File: src/rtl/fts_pkg.sv
// Shared types, widths, register codes and reset values for the frame step timer.
package fts_pkg;

   // Field widths
   localparam int TIME_W   = 64;
   localparam int WORD_W   = 32;
   localparam int TARGET_W = 24;
   localparam int CSR_IDX_W = 2;

   // Defaults for the top-level parameters
   localparam int TICKS_PER_SEC_DEF = 10000000;
   localparam int MAX_STEPS_DEF     = 64;

   // Register indexes on the csr port
   localparam logic [CSR_IDX_W-1:0] CSR_COUNTER_FREQUENCY = 2'd0;
   localparam logic [CSR_IDX_W-1:0] CSR_MAX_DELTA_COUNTS  = 2'd1;
   localparam logic [CSR_IDX_W-1:0] CSR_FIXED_STEP_MODE   = 2'd2;
   localparam logic [CSR_IDX_W-1:0] CSR_TARGET_STEP_TICKS = 2'd3;

   // Register reset values
   localparam logic [WORD_W-1:0]   RST_COUNTER_FREQUENCY = 32'd10000000;
   localparam logic [WORD_W-1:0]   RST_MAX_DELTA_COUNTS  = 32'd1000000;
   localparam logic                RST_FIXED_STEP_MODE   = 1'b0;
   localparam logic [TARGET_W-1:0] RST_TARGET_STEP_TICKS = 24'd166666;

   // Request kinds
   localparam logic REQ_TICK   = 1'b0;
   localparam logic REQ_RESYNC = 1'b1;

   typedef enum logic [3:0] {
      ST_IDLE,
      ST_CLAMP,
      ST_MUL,
      ST_DIV,
      ST_SNAP,
      ST_ACCUM,
      ST_LATCH,
      ST_MOD,
      ST_LOAD,
      ST_EMIT
   } fts_state_type;

endpackage

File: src/rtl/fts_mul.sv
// Bit-serial shift-add multiplier, one multiplier bit per cycle.
module fts_mul #(
   parameter int A_WIDTH = 32,
   parameter int B_WIDTH = 24
) (
   input  logic                       clock,
   input  logic                       reset,
   input  logic                       start,
   input  logic [A_WIDTH-1:0]         a,
   input  logic [B_WIDTH-1:0]         b,
   output logic                       done,
   output logic [A_WIDTH+B_WIDTH-1:0] product
);

   localparam int P_WIDTH = A_WIDTH + B_WIDTH;
   localparam int CNT_W   = $clog2(A_WIDTH + 1);

   logic [A_WIDTH-1:0] mplier_ff, mplier_in;
   logic [P_WIDTH-1:0] mcand_ff, mcand_in;
   logic [P_WIDTH-1:0] acc_ff, acc_in;
   logic [CNT_W-1:0]   cnt_ff, cnt_in;
   logic               done_ff, done_in;

   always_comb begin
      mplier_in = mplier_ff;
      mcand_in  = mcand_ff;
      acc_in    = acc_ff;
      cnt_in    = cnt_ff;
      if (start) begin
         mplier_in = a;
         mcand_in  = P_WIDTH'(b);
         acc_in    = '0;
         cnt_in    = CNT_W'(A_WIDTH);
      end else if (cnt_ff != '0) begin
         // add the shifted multiplicand when the low multiplier bit is set
         acc_in    = acc_ff + (mplier_ff[0] ? mcand_ff : '0);
         mplier_in = mplier_ff >> 1;
         mcand_in  = mcand_ff << 1;
         cnt_in    = cnt_ff - CNT_W'(1);
      end
      done_in = !start && (cnt_ff == CNT_W'(1));
   end

   always_ff @(posedge clock) begin
      mplier_ff <= mplier_in;
      mcand_ff  <= mcand_in;
      acc_ff    <= acc_in;
      if (reset) begin
         cnt_ff  <= '0;
         done_ff <= 1'b0;
      end else begin
         cnt_ff  <= cnt_in;
         done_ff <= done_in;
      end
   end

   assign done    = done_ff;
   assign product = acc_ff;

endmodule

File: src/rtl/fts_div.sv
// Radix-2 restoring divider, one quotient bit per cycle, quotient and remainder.
module fts_div #(
   parameter int N_WIDTH = 64,
   parameter int D_WIDTH = 32
) (
   input  logic               clock,
   input  logic               reset,
   input  logic               start,
   input  logic [N_WIDTH-1:0] dividend,
   input  logic [D_WIDTH-1:0] divisor,
   output logic               done,
   output logic [N_WIDTH-1:0] quotient,
   output logic [D_WIDTH-1:0] remainder
);

   localparam int CNT_W = $clog2(N_WIDTH + 1);

   logic [N_WIDTH-1:0] quo_ff, quo_in;
   logic [D_WIDTH-1:0] rem_ff, rem_in;
   logic [CNT_W-1:0]   cnt_ff, cnt_in;
   logic               done_ff, done_in;
   logic [D_WIDTH:0]   trial;
   logic [D_WIDTH:0]   trial_sub;
   logic               fits;

   always_comb begin
      trial     = {rem_ff, quo_ff[N_WIDTH-1]};
      trial_sub = trial - {1'b0, divisor};
      fits      = trial >= {1'b0, divisor};
      quo_in    = quo_ff;
      rem_in    = rem_ff;
      cnt_in    = cnt_ff;
      if (start) begin
         quo_in = dividend;
         rem_in = '0;
         cnt_in = CNT_W'(N_WIDTH);
      end else if (cnt_ff != '0) begin
         // partial remainder stays below the divisor, so it fits D_WIDTH bits
         quo_in = {quo_ff[N_WIDTH-2:0], fits};
         rem_in = fits ? trial_sub[D_WIDTH-1:0] : trial[D_WIDTH-1:0];
         cnt_in = cnt_ff - CNT_W'(1);
      end
      done_in = !start && (cnt_ff == CNT_W'(1));
   end

   always_ff @(posedge clock) begin
      quo_ff <= quo_in;
      rem_ff <= rem_in;
      if (reset) begin
         cnt_ff  <= '0;
         done_ff <= 1'b0;
      end else begin
         cnt_ff  <= cnt_in;
         done_ff <= done_in;
      end
   end

   assign done      = done_ff;
   assign quotient  = quo_ff;
   assign remainder = rem_ff;

endmodule

File: src/rtl/fixed_timestep_frame_timer.sv
// Frame step timer top level: handshakes, control sequencer and timekeeping state.
//
// A resync transaction returns nothing. A tick transaction runs through a bit-serial
// multiplier and a bit-serial divider to scale the clamped counter difference into
// canonical ticks, then through snap, accumulate and rate bookkeeping; when a full
// second of counts has gone by, the divider runs a second pass to reduce the second
// accumulator. Results then leave at one per cycle while rsp_stall is low: one per
// step (up to MAX_STEPS), or a single status result when no step is due.
// The next request is accepted once the last result of the current tick has been taken.
module fixed_timestep_frame_timer #(
   parameter int TICKS_PER_SEC = fts_pkg::TICKS_PER_SEC_DEF,
   parameter int MAX_STEPS     = fts_pkg::MAX_STEPS_DEF
) (
   input  logic                          clock,
   input  logic                          reset,
   // request channel
   input  logic                          req_valid,
   output logic                          req_stall,
   input  logic                          req_type,
   input  logic [fts_pkg::TIME_W-1:0]    req_counter_now,
   // result channel
   output logic                          rsp_valid,
   input  logic                          rsp_stall,
   output logic                          rsp_step_taken,
   output logic [fts_pkg::TIME_W-1:0]    rsp_elapsed_ticks,
   output logic [fts_pkg::TIME_W-1:0]    rsp_total_ticks,
   output logic [fts_pkg::WORD_W-1:0]    rsp_frame_number,
   output logic [fts_pkg::WORD_W-1:0]    rsp_frames_per_second,
   output logic                          rsp_last_of_run,
   // configuration
   input  logic                          csr_write,
   input  logic [fts_pkg::CSR_IDX_W-1:0] csr_index,
   input  logic [fts_pkg::WORD_W-1:0]    csr_wdata
);

   import fts_pkg::*;

   localparam int TPS_W  = $clog2(TICKS_PER_SEC + 1);
   localparam int PROD_W = WORD_W + TPS_W;
   localparam int CNT_W  = $clog2(MAX_STEPS + 1);
   localparam logic [TIME_W-1:0] SNAP_WINDOW = TIME_W'(TICKS_PER_SEC / 4000);

   fts_state_type state_ff, state_in;

   // configuration
   logic [WORD_W-1:0]   freq_ff, freq_in;
   logic [WORD_W-1:0]   max_delta_ff, max_delta_in;
   logic                fixed_ff, fixed_in;
   logic [TARGET_W-1:0] target_ff, target_in;

   // timekeeping state
   logic [TIME_W-1:0] last_ff, last_in;
   logic [TIME_W-1:0] sec_ff, sec_in;
   logic [TIME_W-1:0] left_ff, left_in;
   logic [TIME_W-1:0] elapsed_ff, elapsed_in;
   logic [TIME_W-1:0] total_ff, total_in;
   logic [WORD_W-1:0] frame_ff, frame_in;
   logic [WORD_W-1:0] fts_ff, fts_in;
   logic [WORD_W-1:0] fps_ff, fps_in;

   // per-tick working registers
   logic [TIME_W-1:0] raw_ff, raw_in;
   logic [TIME_W-1:0] scaled_ff, scaled_in;
   logic [CNT_W-1:0]  cnt_ff, cnt_in;

   // result register
   logic rsp_valid_ff, rsp_valid_in;
   logic step_taken_ff, step_taken_in;
   logic last_run_ff, last_run_in;

   // sequencer outputs
   logic mul_start;
   logic div_start;
   logic div_mod_sel;
   logic load_any;
   logic load_next;

   logic req_accept;
   logic rsp_accept;

   // derived values
   logic [WORD_W-1:0]   freq_eff;
   logic [TARGET_W-1:0] target_eff;
   logic [TIME_W-1:0]   target64;
   logic [TIME_W-1:0]   two_target64;
   logic [WORD_W-1:0]   clamp_delta;
   logic [TIME_W-1:0]   snap_diff;
   logic [TIME_W:0]     left_sum;
   logic [TIME_W-1:0]   left_sat;
   logic                sec_ge;
   logic                has_step;
   logic                more_after;
   logic [CNT_W-1:0]    cnt_plus;
   logic [TIME_W-1:0]   step_val;
   logic [WORD_W-1:0]   fts_inc;

   // serial units
   logic                mul_done;
   logic [PROD_W-1:0]   mul_prod;
   logic                div_done;
   logic [TIME_W-1:0]   div_dividend;
   logic [TIME_W-1:0]   div_quo;
   logic [WORD_W-1:0]   div_rem;

   assign req_accept = req_valid && !req_stall;
   assign rsp_accept = rsp_valid_ff && !rsp_stall;

   fts_mul #(
      .A_WIDTH (WORD_W),
      .B_WIDTH (TPS_W)
   ) u_mul (
      .clock   (clock),
      .reset   (reset),
      .start   (mul_start),
      .a       (clamp_delta),
      .b       (TPS_W'(TICKS_PER_SEC)),
      .done    (mul_done),
      .product (mul_prod)
   );

   assign div_dividend = div_mod_sel ? sec_ff : TIME_W'(mul_prod);

   fts_div #(
      .N_WIDTH (TIME_W),
      .D_WIDTH (WORD_W)
   ) u_div (
      .clock     (clock),
      .reset     (reset),
      .start     (div_start),
      .dividend  (div_dividend),
      .divisor   (freq_eff),
      .done      (div_done),
      .quotient  (div_quo),
      .remainder (div_rem)
   );

   // derived values
   always_comb begin
      freq_eff     = (freq_ff == '0) ? WORD_W'(1) : freq_ff;
      target_eff   = (target_ff == '0) ? TARGET_W'(1) : target_ff;
      target64     = TIME_W'(target_eff);
      two_target64 = TIME_W'({target_eff, 1'b0});
      clamp_delta  = (raw_ff > TIME_W'(max_delta_ff)) ? max_delta_ff : raw_ff[WORD_W-1:0];
      snap_diff    = (scaled_ff >= target64) ? (scaled_ff - target64) : (target64 - scaled_ff);
      left_sum     = {1'b0, left_ff} + {1'b0, scaled_ff};
      left_sat     = left_sum[TIME_W] ? '1 : left_sum[TIME_W-1:0];
      sec_ge       = sec_ff >= TIME_W'(freq_eff);
      has_step     = !fixed_ff || (left_ff >= target64);
      cnt_plus     = cnt_ff + CNT_W'(1);
      // another step follows only if the cap allows and two targets remain
      more_after   = fixed_ff && (cnt_plus < CNT_W'(MAX_STEPS)) && (left_ff >= two_target64);
      step_val     = fixed_ff ? target64 : scaled_ff;
      fts_inc      = fts_ff + WORD_W'(has_step);
   end

   // next state
   always_comb begin
      state_in = state_ff;
      unique case (state_ff)
         ST_IDLE: begin
            if (req_accept && (req_type == REQ_TICK)) begin
               state_in = ST_CLAMP;
            end
         end
         ST_CLAMP: state_in = ST_MUL;
         ST_MUL: begin
            if (mul_done) begin
               state_in = ST_DIV;
            end
         end
         ST_DIV: begin
            if (div_done) begin
               state_in = ST_SNAP;
            end
         end
         ST_SNAP:  state_in = ST_ACCUM;
         ST_ACCUM: state_in = ST_LATCH;
         ST_LATCH: state_in = sec_ge ? ST_MOD : ST_LOAD;
         ST_MOD: begin
            if (div_done) begin
               state_in = ST_LOAD;
            end
         end
         ST_LOAD: state_in = ST_EMIT;
         ST_EMIT: begin
            if (rsp_accept && last_run_ff) begin
               state_in = ST_IDLE;
            end
         end
         default: state_in = ST_IDLE;
      endcase
   end

   // sequencer outputs
   always_comb begin
      req_stall   = (state_ff != ST_IDLE);
      mul_start   = (state_ff == ST_CLAMP);
      div_mod_sel = (state_ff == ST_LATCH);
      div_start   = ((state_ff == ST_MUL) && mul_done) || ((state_ff == ST_LATCH) && sec_ge);
      load_next   = (state_ff == ST_EMIT) && rsp_accept && !last_run_ff;
      load_any    = (state_ff == ST_LOAD) || load_next;
   end

   // configuration writes
   always_comb begin
      freq_in      = freq_ff;
      max_delta_in = max_delta_ff;
      fixed_in     = fixed_ff;
      target_in    = target_ff;
      if (csr_write) begin
         unique case (csr_index)
            CSR_COUNTER_FREQUENCY: freq_in      = csr_wdata;
            CSR_MAX_DELTA_COUNTS:  max_delta_in = csr_wdata;
            CSR_FIXED_STEP_MODE:   fixed_in     = csr_wdata[0];
            CSR_TARGET_STEP_TICKS: target_in    = csr_wdata[TARGET_W-1:0];
            default: ;
         endcase
      end
   end

   // datapath
   always_comb begin
      last_in       = last_ff;
      sec_in        = sec_ff;
      left_in       = left_ff;
      elapsed_in    = elapsed_ff;
      total_in      = total_ff;
      frame_in      = frame_ff;
      fts_in        = fts_ff;
      fps_in        = fps_ff;
      raw_in        = raw_ff;
      scaled_in     = scaled_ff;
      cnt_in        = cnt_ff;
      step_taken_in = step_taken_ff;
      last_run_in   = last_run_ff;

      if (req_accept) begin
         last_in = req_counter_now;
         if (req_type == REQ_RESYNC) begin
            left_in = '0;
            sec_in  = '0;
            fts_in  = '0;
            fps_in  = '0;
         end else begin
            raw_in = req_counter_now - last_ff;
         end
      end

      case (state_ff)
         ST_CLAMP: sec_in = sec_ff + raw_ff;
         ST_DIV: begin
            if (div_done) begin
               scaled_in = div_quo;
            end
         end
         ST_SNAP: begin
            if (fixed_ff && (snap_diff < SNAP_WINDOW)) begin
               scaled_in = target64;
            end
         end
         ST_ACCUM: left_in = fixed_ff ? left_sat : '0;
         ST_LATCH: begin
            cnt_in = '0;
            if (sec_ge) begin
               fps_in = fts_inc;
               fts_in = '0;
            end else begin
               fts_in = fts_inc;
            end
         end
         ST_MOD: begin
            if (div_done) begin
               sec_in = TIME_W'(div_rem);
            end
         end
         default: ;
      endcase

      if (load_any) begin
         if (has_step) begin
            elapsed_in    = step_val;
            total_in      = total_ff + step_val;
            frame_in      = frame_ff + WORD_W'(1);
            cnt_in        = cnt_plus;
            step_taken_in = 1'b1;
            last_run_in   = !more_after;
            if (fixed_ff) begin
               left_in = left_ff - target64;
            end
         end else begin
            // status result: no step due on this tick
            step_taken_in = 1'b0;
            last_run_in   = 1'b1;
         end
      end

      if (load_any) begin
         rsp_valid_in = 1'b1;
      end else if (rsp_accept) begin
         rsp_valid_in = 1'b0;
      end else begin
         rsp_valid_in = rsp_valid_ff;
      end
   end

   always_ff @(posedge clock) begin
      raw_ff        <= raw_in;
      scaled_ff     <= scaled_in;
      step_taken_ff <= step_taken_in;
      last_run_ff   <= last_run_in;
      if (reset) begin
         state_ff     <= ST_IDLE;
         freq_ff      <= RST_COUNTER_FREQUENCY;
         max_delta_ff <= RST_MAX_DELTA_COUNTS;
         fixed_ff     <= RST_FIXED_STEP_MODE;
         target_ff    <= RST_TARGET_STEP_TICKS;
         last_ff      <= '0;
         sec_ff       <= '0;
         left_ff      <= '0;
         elapsed_ff   <= '0;
         total_ff     <= '0;
         frame_ff     <= '0;
         fts_ff       <= '0;
         fps_ff       <= '0;
         cnt_ff       <= '0;
         rsp_valid_ff <= 1'b0;
      end else begin
         state_ff     <= state_in;
         freq_ff      <= freq_in;
         max_delta_ff <= max_delta_in;
         fixed_ff     <= fixed_in;
         target_ff    <= target_in;
         last_ff      <= last_in;
         sec_ff       <= sec_in;
         left_ff      <= left_in;
         elapsed_ff   <= elapsed_in;
         total_ff     <= total_in;
         frame_ff     <= frame_in;
         fts_ff       <= fts_in;
         fps_ff       <= fps_in;
         cnt_ff       <= cnt_in;
         rsp_valid_ff <= rsp_valid_in;
      end
   end

   assign rsp_valid             = rsp_valid_ff;
   assign rsp_step_taken        = step_taken_ff;
   assign rsp_elapsed_ticks     = elapsed_ff;
   assign rsp_total_ticks       = total_ff;
   assign rsp_frame_number      = frame_ff;
   assign rsp_frames_per_second = fps_ff;
   assign rsp_last_of_run       = last_run_ff;

   // a result is only ever offered from the emit state
   assert property (@(posedge clock) disable iff (reset)
      rsp_valid_ff |-> (state_ff == ST_EMIT))
      else $error("result valid outside emit state");

   // a fixed-mode result that is not the last leaves at least one whole target behind
   assert property (@(posedge clock) disable iff (reset)
      (rsp_valid_ff && !last_run_ff) |-> (fixed_ff && (left_ff >= target64)))
      else $error("more steps announced without a whole target left");

   // the final step of a fixed-mode run leaves less than a target, unless capped
   assert property (@(posedge clock) disable iff (reset)
      (rsp_valid_ff && last_run_ff && step_taken_ff && fixed_ff)
         |-> ((left_ff < target64) || (cnt_ff == CNT_W'(MAX_STEPS))))
      else $error("run ended with a whole target left and cap not reached");

   // the divider only finishes in the states that wait for it
   assert property (@(posedge clock) disable iff (reset)
      div_done |-> ((state_ff == ST_DIV) || (state_ff == ST_MOD)))
      else $error("divider finished outside a divide wait");

   // an accepted tick starts the multiplier on the next cycle
   assert property (@(posedge clock) disable iff (reset)
      (req_accept && (req_type == REQ_TICK)) |=> mul_start)
      else $error("tick did not start the scaling multiply");

endmodule
File: config.mk
export PLATFORM = sky130hd
export DESIGN_NAME = fixed_timestep_frame_timer
export DESIGN_NICKNAME = d
export VERILOG_FILES = /design/src/rtl/fts_pkg.sv /design/src/rtl/fts_mul.sv /design/src/rtl/fts_div.sv /design/src/rtl/fixed_timestep_frame_timer.sv
export SDC_FILE = /design/constraint.sdc
export NUM_CORES = 2
export LEC_CHECK = 0
export ABC_AREA = 1
export BUFFER_PORTS_ARGS = -buffer_cell sky130_fd_sc_hd__buf_2
export CAP_MARGIN = 20
export CORE_UTILIZATION = 44
export CTS_BUF_LIST = sky130_fd_sc_hd__clkbuf_4 sky130_fd_sc_hd__clkbuf_8
export DETAILED_ROUTE_END_ITERATION = 16
export GPL_ROUTABILITY_DRIVEN = 0
export SLEW_MARGIN = 0
export SYNTH_ARGS = -nofsm -noshare
export SYNTH_HDL_FRONTEND = slang
export SYNTH_SLANG_ARGS = --single-unit
File: constraint.sdc
create_clock -name clock -period 13 [get_ports clock]
set_input_delay 0 -clock clock [delete_from_list [all_inputs] [get_ports clock]]
set_output_delay 0 -clock clock [all_outputs]
set_load 0.01 [all_outputs]
# == Word-level counts from Yosys, hierarchy flattened ==
# Index checks and enable logic that the tools add are counted.
# word_totals
register_bits,895
input_bits,104
output_inout_bits,196
elab_cells,172
# op_classes
add_sub_neg,14
magnitude_cmp,8
eq_ne,20
muxes,52
bitwise,1
n_reduce_logical,47
# ops
op,n
$mux 64,18
$mux 32,13
$pmux 64 s2,2
$add 64x64->64,2
$ge 64x24->1,2
$sub 64x24->64,2
$add 64x64->65,1
$ge 64x25->1,1
$ge 64x32->1,1
$gt 64x32->1,1
$lt 64x12->1 const B,1
$sub 24x64->64,1
$sub 64x64->64,1
$add 56x56->56,1
$mux 56,1
$pmux 4 s10,1
$mux 7,5
$ge 33x32->1,1
$add 32x1->32,1
$add 32x1->32 const B,1
$logic_not 32->1,1
$sub 32x32->32,1
$logic_not 24->1,1
$mux 24,1
31 further kinds,81

# == Depth between registers and ports, before layout ==
# depth
word_depth,8
depth_mapped,36
ltp_nobuf,36

# == By module ==
# Synthesis repeated with hierarchy kept, for this count alone.
# hier_totals
hier_cells,11840
area_unflattened_um2,73493.0
# modules_own_cells
mod,instances,cells_per_inst,area_each_um2
fixed_timestep_frame_timer,1,8784,54796.3
fts_mul,1,1957,11449.7
fts_div,1,1099,7247.0

# == Worst setup path before layout ==
# Ideal clock, no wire load.
# synth_timing
kind,reg2reg
startpoint,register target_ff[8]
endpoint,register scaled_ff[0] (enable)
setup_time_ns,0.507
arrival_time_ns,5.984
setup_slack_ns,6.509
stages_incl_launch_ff,28
synth_period_minus_slack_ns,6.491
cell_sequence,dfxtp_1 -> nor4_1 -> nand3_1 -> nor4_1 -> a21oi_1 -> inv_1 -> ha_1 -> inv_1 -> nand2_1 -> nand2_1 -> nand2_1 -> nand2_1 -> nand2_1 -> nand2_1 -> nand2_1 -> nand3_2 -> nor2_2 -> buf_4 -> nand3_1 -> nand3_1 -> nand2_1 -> nor2_1 -> nand2_1 -> nor2_1 -> nand2_1 -> nor2_1 -> nand3_1 -> a21oi_1
# synth_between
elab_chain_len,8
# synth_lines
element,line,source
from (decl),fixed_timestep_frame_timer.sv:49,"logic [TARGET_W-1:0] target_ff, target_in;"
from (signal assigned),fixed_timestep_frame_timer.sv:332,target_ff <= target_in;
$logic_not 24->1,fixed_timestep_frame_timer.sv:140,target_eff = (target_ff == '0) ? TARGET_W'(1) : target_ff;
$mux 24 *,fixed_timestep_frame_timer.sv:140,
$sub 24x64->64 (tied with other cells),fixed_timestep_frame_timer.sv:144,snap_diff = (scaled_ff >= target64) ? (scaled_ff - target64) : (target64 - scaled_ff);
$mux 64 *,fixed_timestep_frame_timer.sv:144,
$lt 64x12->1 *,fixed_timestep_frame_timer.sv:257,if (fixed_ff && (snap_diff < SNAP_WINDOW)) begin
$logic_and 1x1->1 *,fixed_timestep_frame_timer.sv:257,
$ne 2x2->1 (no line) *,n/a,
$reduce_and 3->1 (no line) *,n/a,
to (signal assigned),fixed_timestep_frame_timer.sv:308,scaled_ff <= scaled_in;
to (decl),fixed_timestep_frame_timer.sv:63,"logic [TIME_W-1:0] scaled_ff, scaled_in;"
# Mark *: on every way between the ends. The rest lies on a longest branch, timed or not.
# A chain may end at the register's enable or synchronous reset.

# == Worst setup path in the final report ==
# layout_timing
startpoint,register target_ff[11]
endpoint,register scaled_ff[34] (enable)
# Same word-level chain as after synthesis.

==> results.tsv <==
stage	metric	value	unit
outcome	status	finished, final reports clean	
setup_path	worst endpoint required time	13.50	ns
synth	Post-synth EDFFs	226	
global_route	initial antenna violation count	20	
placed_design	port buffer count	299	
pwr	PD cells	169.6	mW/mm^2
timing	# setup viols final	0	
drt	DR vias/cell	5.731	
drt	mean routed wirelength per cell	21.23	um
synth	Main synth FF type	dfxtp_1	
placed_design	DP HPWL	211.3	mm
placed_design	worst slack, placed	6.954	ns
global_route	grt ovf	0	
layout	commonest cells after routing, fill and taps aside	nand2_1, inv_1, nor2_1	
setup_path	crit end category	flop	
setup_path	CP Max Fanout	64	
timing	total negative slack	0	ns
synth	Synth Cell Area	0.06809	mm^2
pwr	Worst VDD drop	135.4	uV
floorplanning	Die Span X	395.4	um
setup_path	Top cell by count, worst path	nand2_1	
floorplanning	core region area	0.1528	mm^2
timing	Slew @ Worst Pin	1.248	ns
drt	DRT iter0 DRCs	8147	
timing	fin. max-slew vios	0	
clock_network	CTS clk-pin slew, worst paths	0.06	ns
timing	part of the cycle the worst path needs	47.07	%
pwr	P_leak	0.03521	uW
layout	share of layout cells above drive strength 1	6.716	%
layout	fillers	15804	
layout	final net count	11364	
timing	fmax	163.4	MHz
layout	Util after Layout	50.19	%
setup_path	Critical-path top delay cell	buf_4	
floorplanning	num rows	143	
setup_path	startpoint types	flop	
synth	cell count after synthesis	10403	
timing	Final Hold Vio Count	0	
synth	Syn Area/Cell	6.545	um^2
timing	Slew HR	16.79	%
clock_network	CTS H-tree depth	4	
global_route	vias in the first global route	68555	
clock_network	post-cts sizing count	0	
clock_network	clock buffer depth	3	
timing	Tmin final	6.118	ns
floorplanning	DIE AREA	0.1563	mm^2
setup_path	WP data arrival	6.62	ns
drt	Routed WL	274.4	mm
synth	Yosys cell types	68	
layout	most common cell after layout, fill and taps aside	nand2_1	
synth	Seq/Total Area, Yosys	29.43	%
global_route	largest net degree at the start of global routing	175	
clock_network	clk_lat worst skew	0.92	ns
synth	syn nets	11017	
setup_path	worst setup path category	flop to flop	
floorplanning	IO Pins	300	
timing	RSZ-0062 raised after global routing	false	
layout	Syn-to-layout area delta	12.64	%
setup_path	CP max stage delay	0.73	ns
drt	DRC Markers	0	
clock_network	total CTS buffers	164	
drt	TritonRoute pass-1 iters	6	
floorplanning	die span in y	395.4	um
worst_hold_path	Hold/Removal Path Class	input port to flop	
pwr	PnR Total Power	13010	uW
synth	FFs w/ async S/R, synth	0	%
global_route	first-pass GRT wire length	411.5	mm
drt	Detail Route Antenna Nets	0	
clock_network	CTS tree	done	
timing	worst setup margin	6.882	ns
synth	YS warnings	0	
clock_network	Clock Sinks	888	
floorplanning	initial core utilization	44.56	%
synth	register bit total from synthesis	888	
clock_network	Root Buffer	clkbuf_8	
timing	Clock Skew	0.05645	ns
flow_run	Max-Cap Viols	0	
drt	via count	74073	
global_route	Total GRT Usage	33.91	%
timing	worst hold slack	0.1022	ns
-- where the power goes --
group	internal, uW	total (uW)	switching, uW
sequential	3640	4270	624
clock	1650	2970	1330
combinational	1900	5770	3870
total	7190	13000	5820
-- state kept, by name, indices dropped and copies added, names as in the netlist, 6 cells and up --
name / cells
raw_ff: 64
target_ff: 24
sec_ff: 64
rsp_frame_number: 32
scaled_ff: 64
cnt_ff: 7
max_delta_ff: 32
u_mul.mcand_ff: 49
u_div.cnt_ff: 7
left_ff: 64
last_ff: 64
u_mul.mplier_ff: 32
u_div.remainder: 32
fts_ff: 32
rsp_elapsed_ticks: 64
rsp_frames_per_second: 32
u_mul.product: 49
u_div.quotient: 64
freq_ff: 32
u_mul.cnt_ff: 6
rsp_total_ticks: 64
-- through the flow --
step,cell area (um^2),std cells
after floorplan,68090,10403
after global placement,71180,12424
after detailed placement,71210,12425
after CTS,76650,12914
after global routing,76670,12917
final,76690,12926
-- area by class of cell --
cell class,instances,area [um^2],share of cell area (%)
flip-flops and latches,888,20040,26.13
clock buffers,239,2995,3.906
repair buffers,538,3825,4.987
clock inverters,62,561.8,0.7325
multi-input cells,7802,41590,54.23
well taps,2030,2540,3.312
inverters,1356,5112,6.666
diodes,11,27.53,0.03589
-- routing by layer --
layer | vias up | routed length (um) | track usage, %
met4 | 14 | 20570 | 21.92
met1 | 34160 | 110100 | 43.13
met2 | 3640 | 117100 | 52.14
met3 | 873 | 26530 | 6.809
met5 | - | 92 | 0
li1 | 35386 | - | -
-- path summary, 6_finish.rpt --
| kind | from | to | slack [ns] | depth (start not counted) |
|---|---|---|---|---|
| max reg2reg | target_ff[11]$_SDFFE_PP1P_ | scaled_ff[34]$_SDFFCE_PP0P_ | 6.88 | 26 |
| max | target_ff[11]$_SDFFE_PP1P_ | scaled_ff[34]$_SDFFCE_PP0P_ | 6.88 | 26 |
| min reg2reg | last_ff[39]$_SDFFE_PP0P_ | last_ff[39]$_SDFFE_PP0P_ | 0.46 | 2 |
| min | csr_wdata[17] | max_delta_ff[17]$_SDFFE_PP1P_ | 0.10 | 4 |
-- cell families (layout without fill, tap and decap cells) --
family	count (synthesis)	in the layout	share of synthesized area, %
buf+inv	1713	2195	9.648
simple gates	4309	4309	25.87
fa+ha+maj	510	510	9.449
flops	888	888	29.43
compound gates	2655	2655	21.38
other cells	0	11	0
xor+xnor	328	328	4.219
-- cells in the mapped netlist, types with 6 or more instances --
cell / instances / area (um^2)
nor3b_1: 7 / 52.55
inv_1: 1340 / 5030
nand3b_1: 13 / 97.59
o2111ai_1: 11 / 96.34
edfxtp_1: 226 / 6787
nand2_2: 7 / 43.79
o21ai_0: 982 / 4915
nand2_1: 2162 / 8115
ha_1: 503 / 6294
or2_2: 21 / 131.4
nor4_1: 72 / 450.4
a21o_1: 63 / 473.0
nand3_1: 415 / 2077
o21ai_1: 18 / 90.09
o211ai_1: 93 / 698.2
xnor2_1: 116 / 1016
clkinv_1: 7 / 26.28
a211oi_1: 29 / 217.7
nor2_1: 1345 / 5049
buf_1: 19 / 71.32
xor2_1: 212 / 1857
a21oi_1: 1097 / 5490
o21bai_1: 29 / 217.7
a22oi_1: 23 / 172.7
nand4_1: 96 / 600.6
o31ai_1: 11 / 82.58
a221oi_1: 17 / 148.9
a21boi_0: 32 / 240.2
o21a_1: 45 / 337.8
nor3_1: 137 / 685.7
o221ai_1: 10 / 87.58
dfxtp_1: 662 / 13250
a31oi_1: 158 / 988.5
fa_1: 7 / 140.1
clkbuf_1: 274 / 1028
nor2_4: 6 / 67.56
buf_2: 51 / 255.2
inv_2: 8 / 30.03
o22ai_1: 16 / 100.1
-- critical path: cells and delay by family, from the launching register on --
| kind | cells | cell delay, ns |
|---|---|---|
| DFF | 1 | 0.34 |
| and+or+nand+nor | 19 | 3.24 |
| buffers and inverters | 4 | 1.39 |
| adders and majority gates | 1 | 0.26 |
| AOI/OAI and AO/OA | 2 | 0.43 |
-- what timing repair did --
item                      CTS  global route
setup buffers               0             0
hold buffers              188             0
hold endpoints to repair  434             0
No activity file was read; power rests on OpenSTA's default activity.
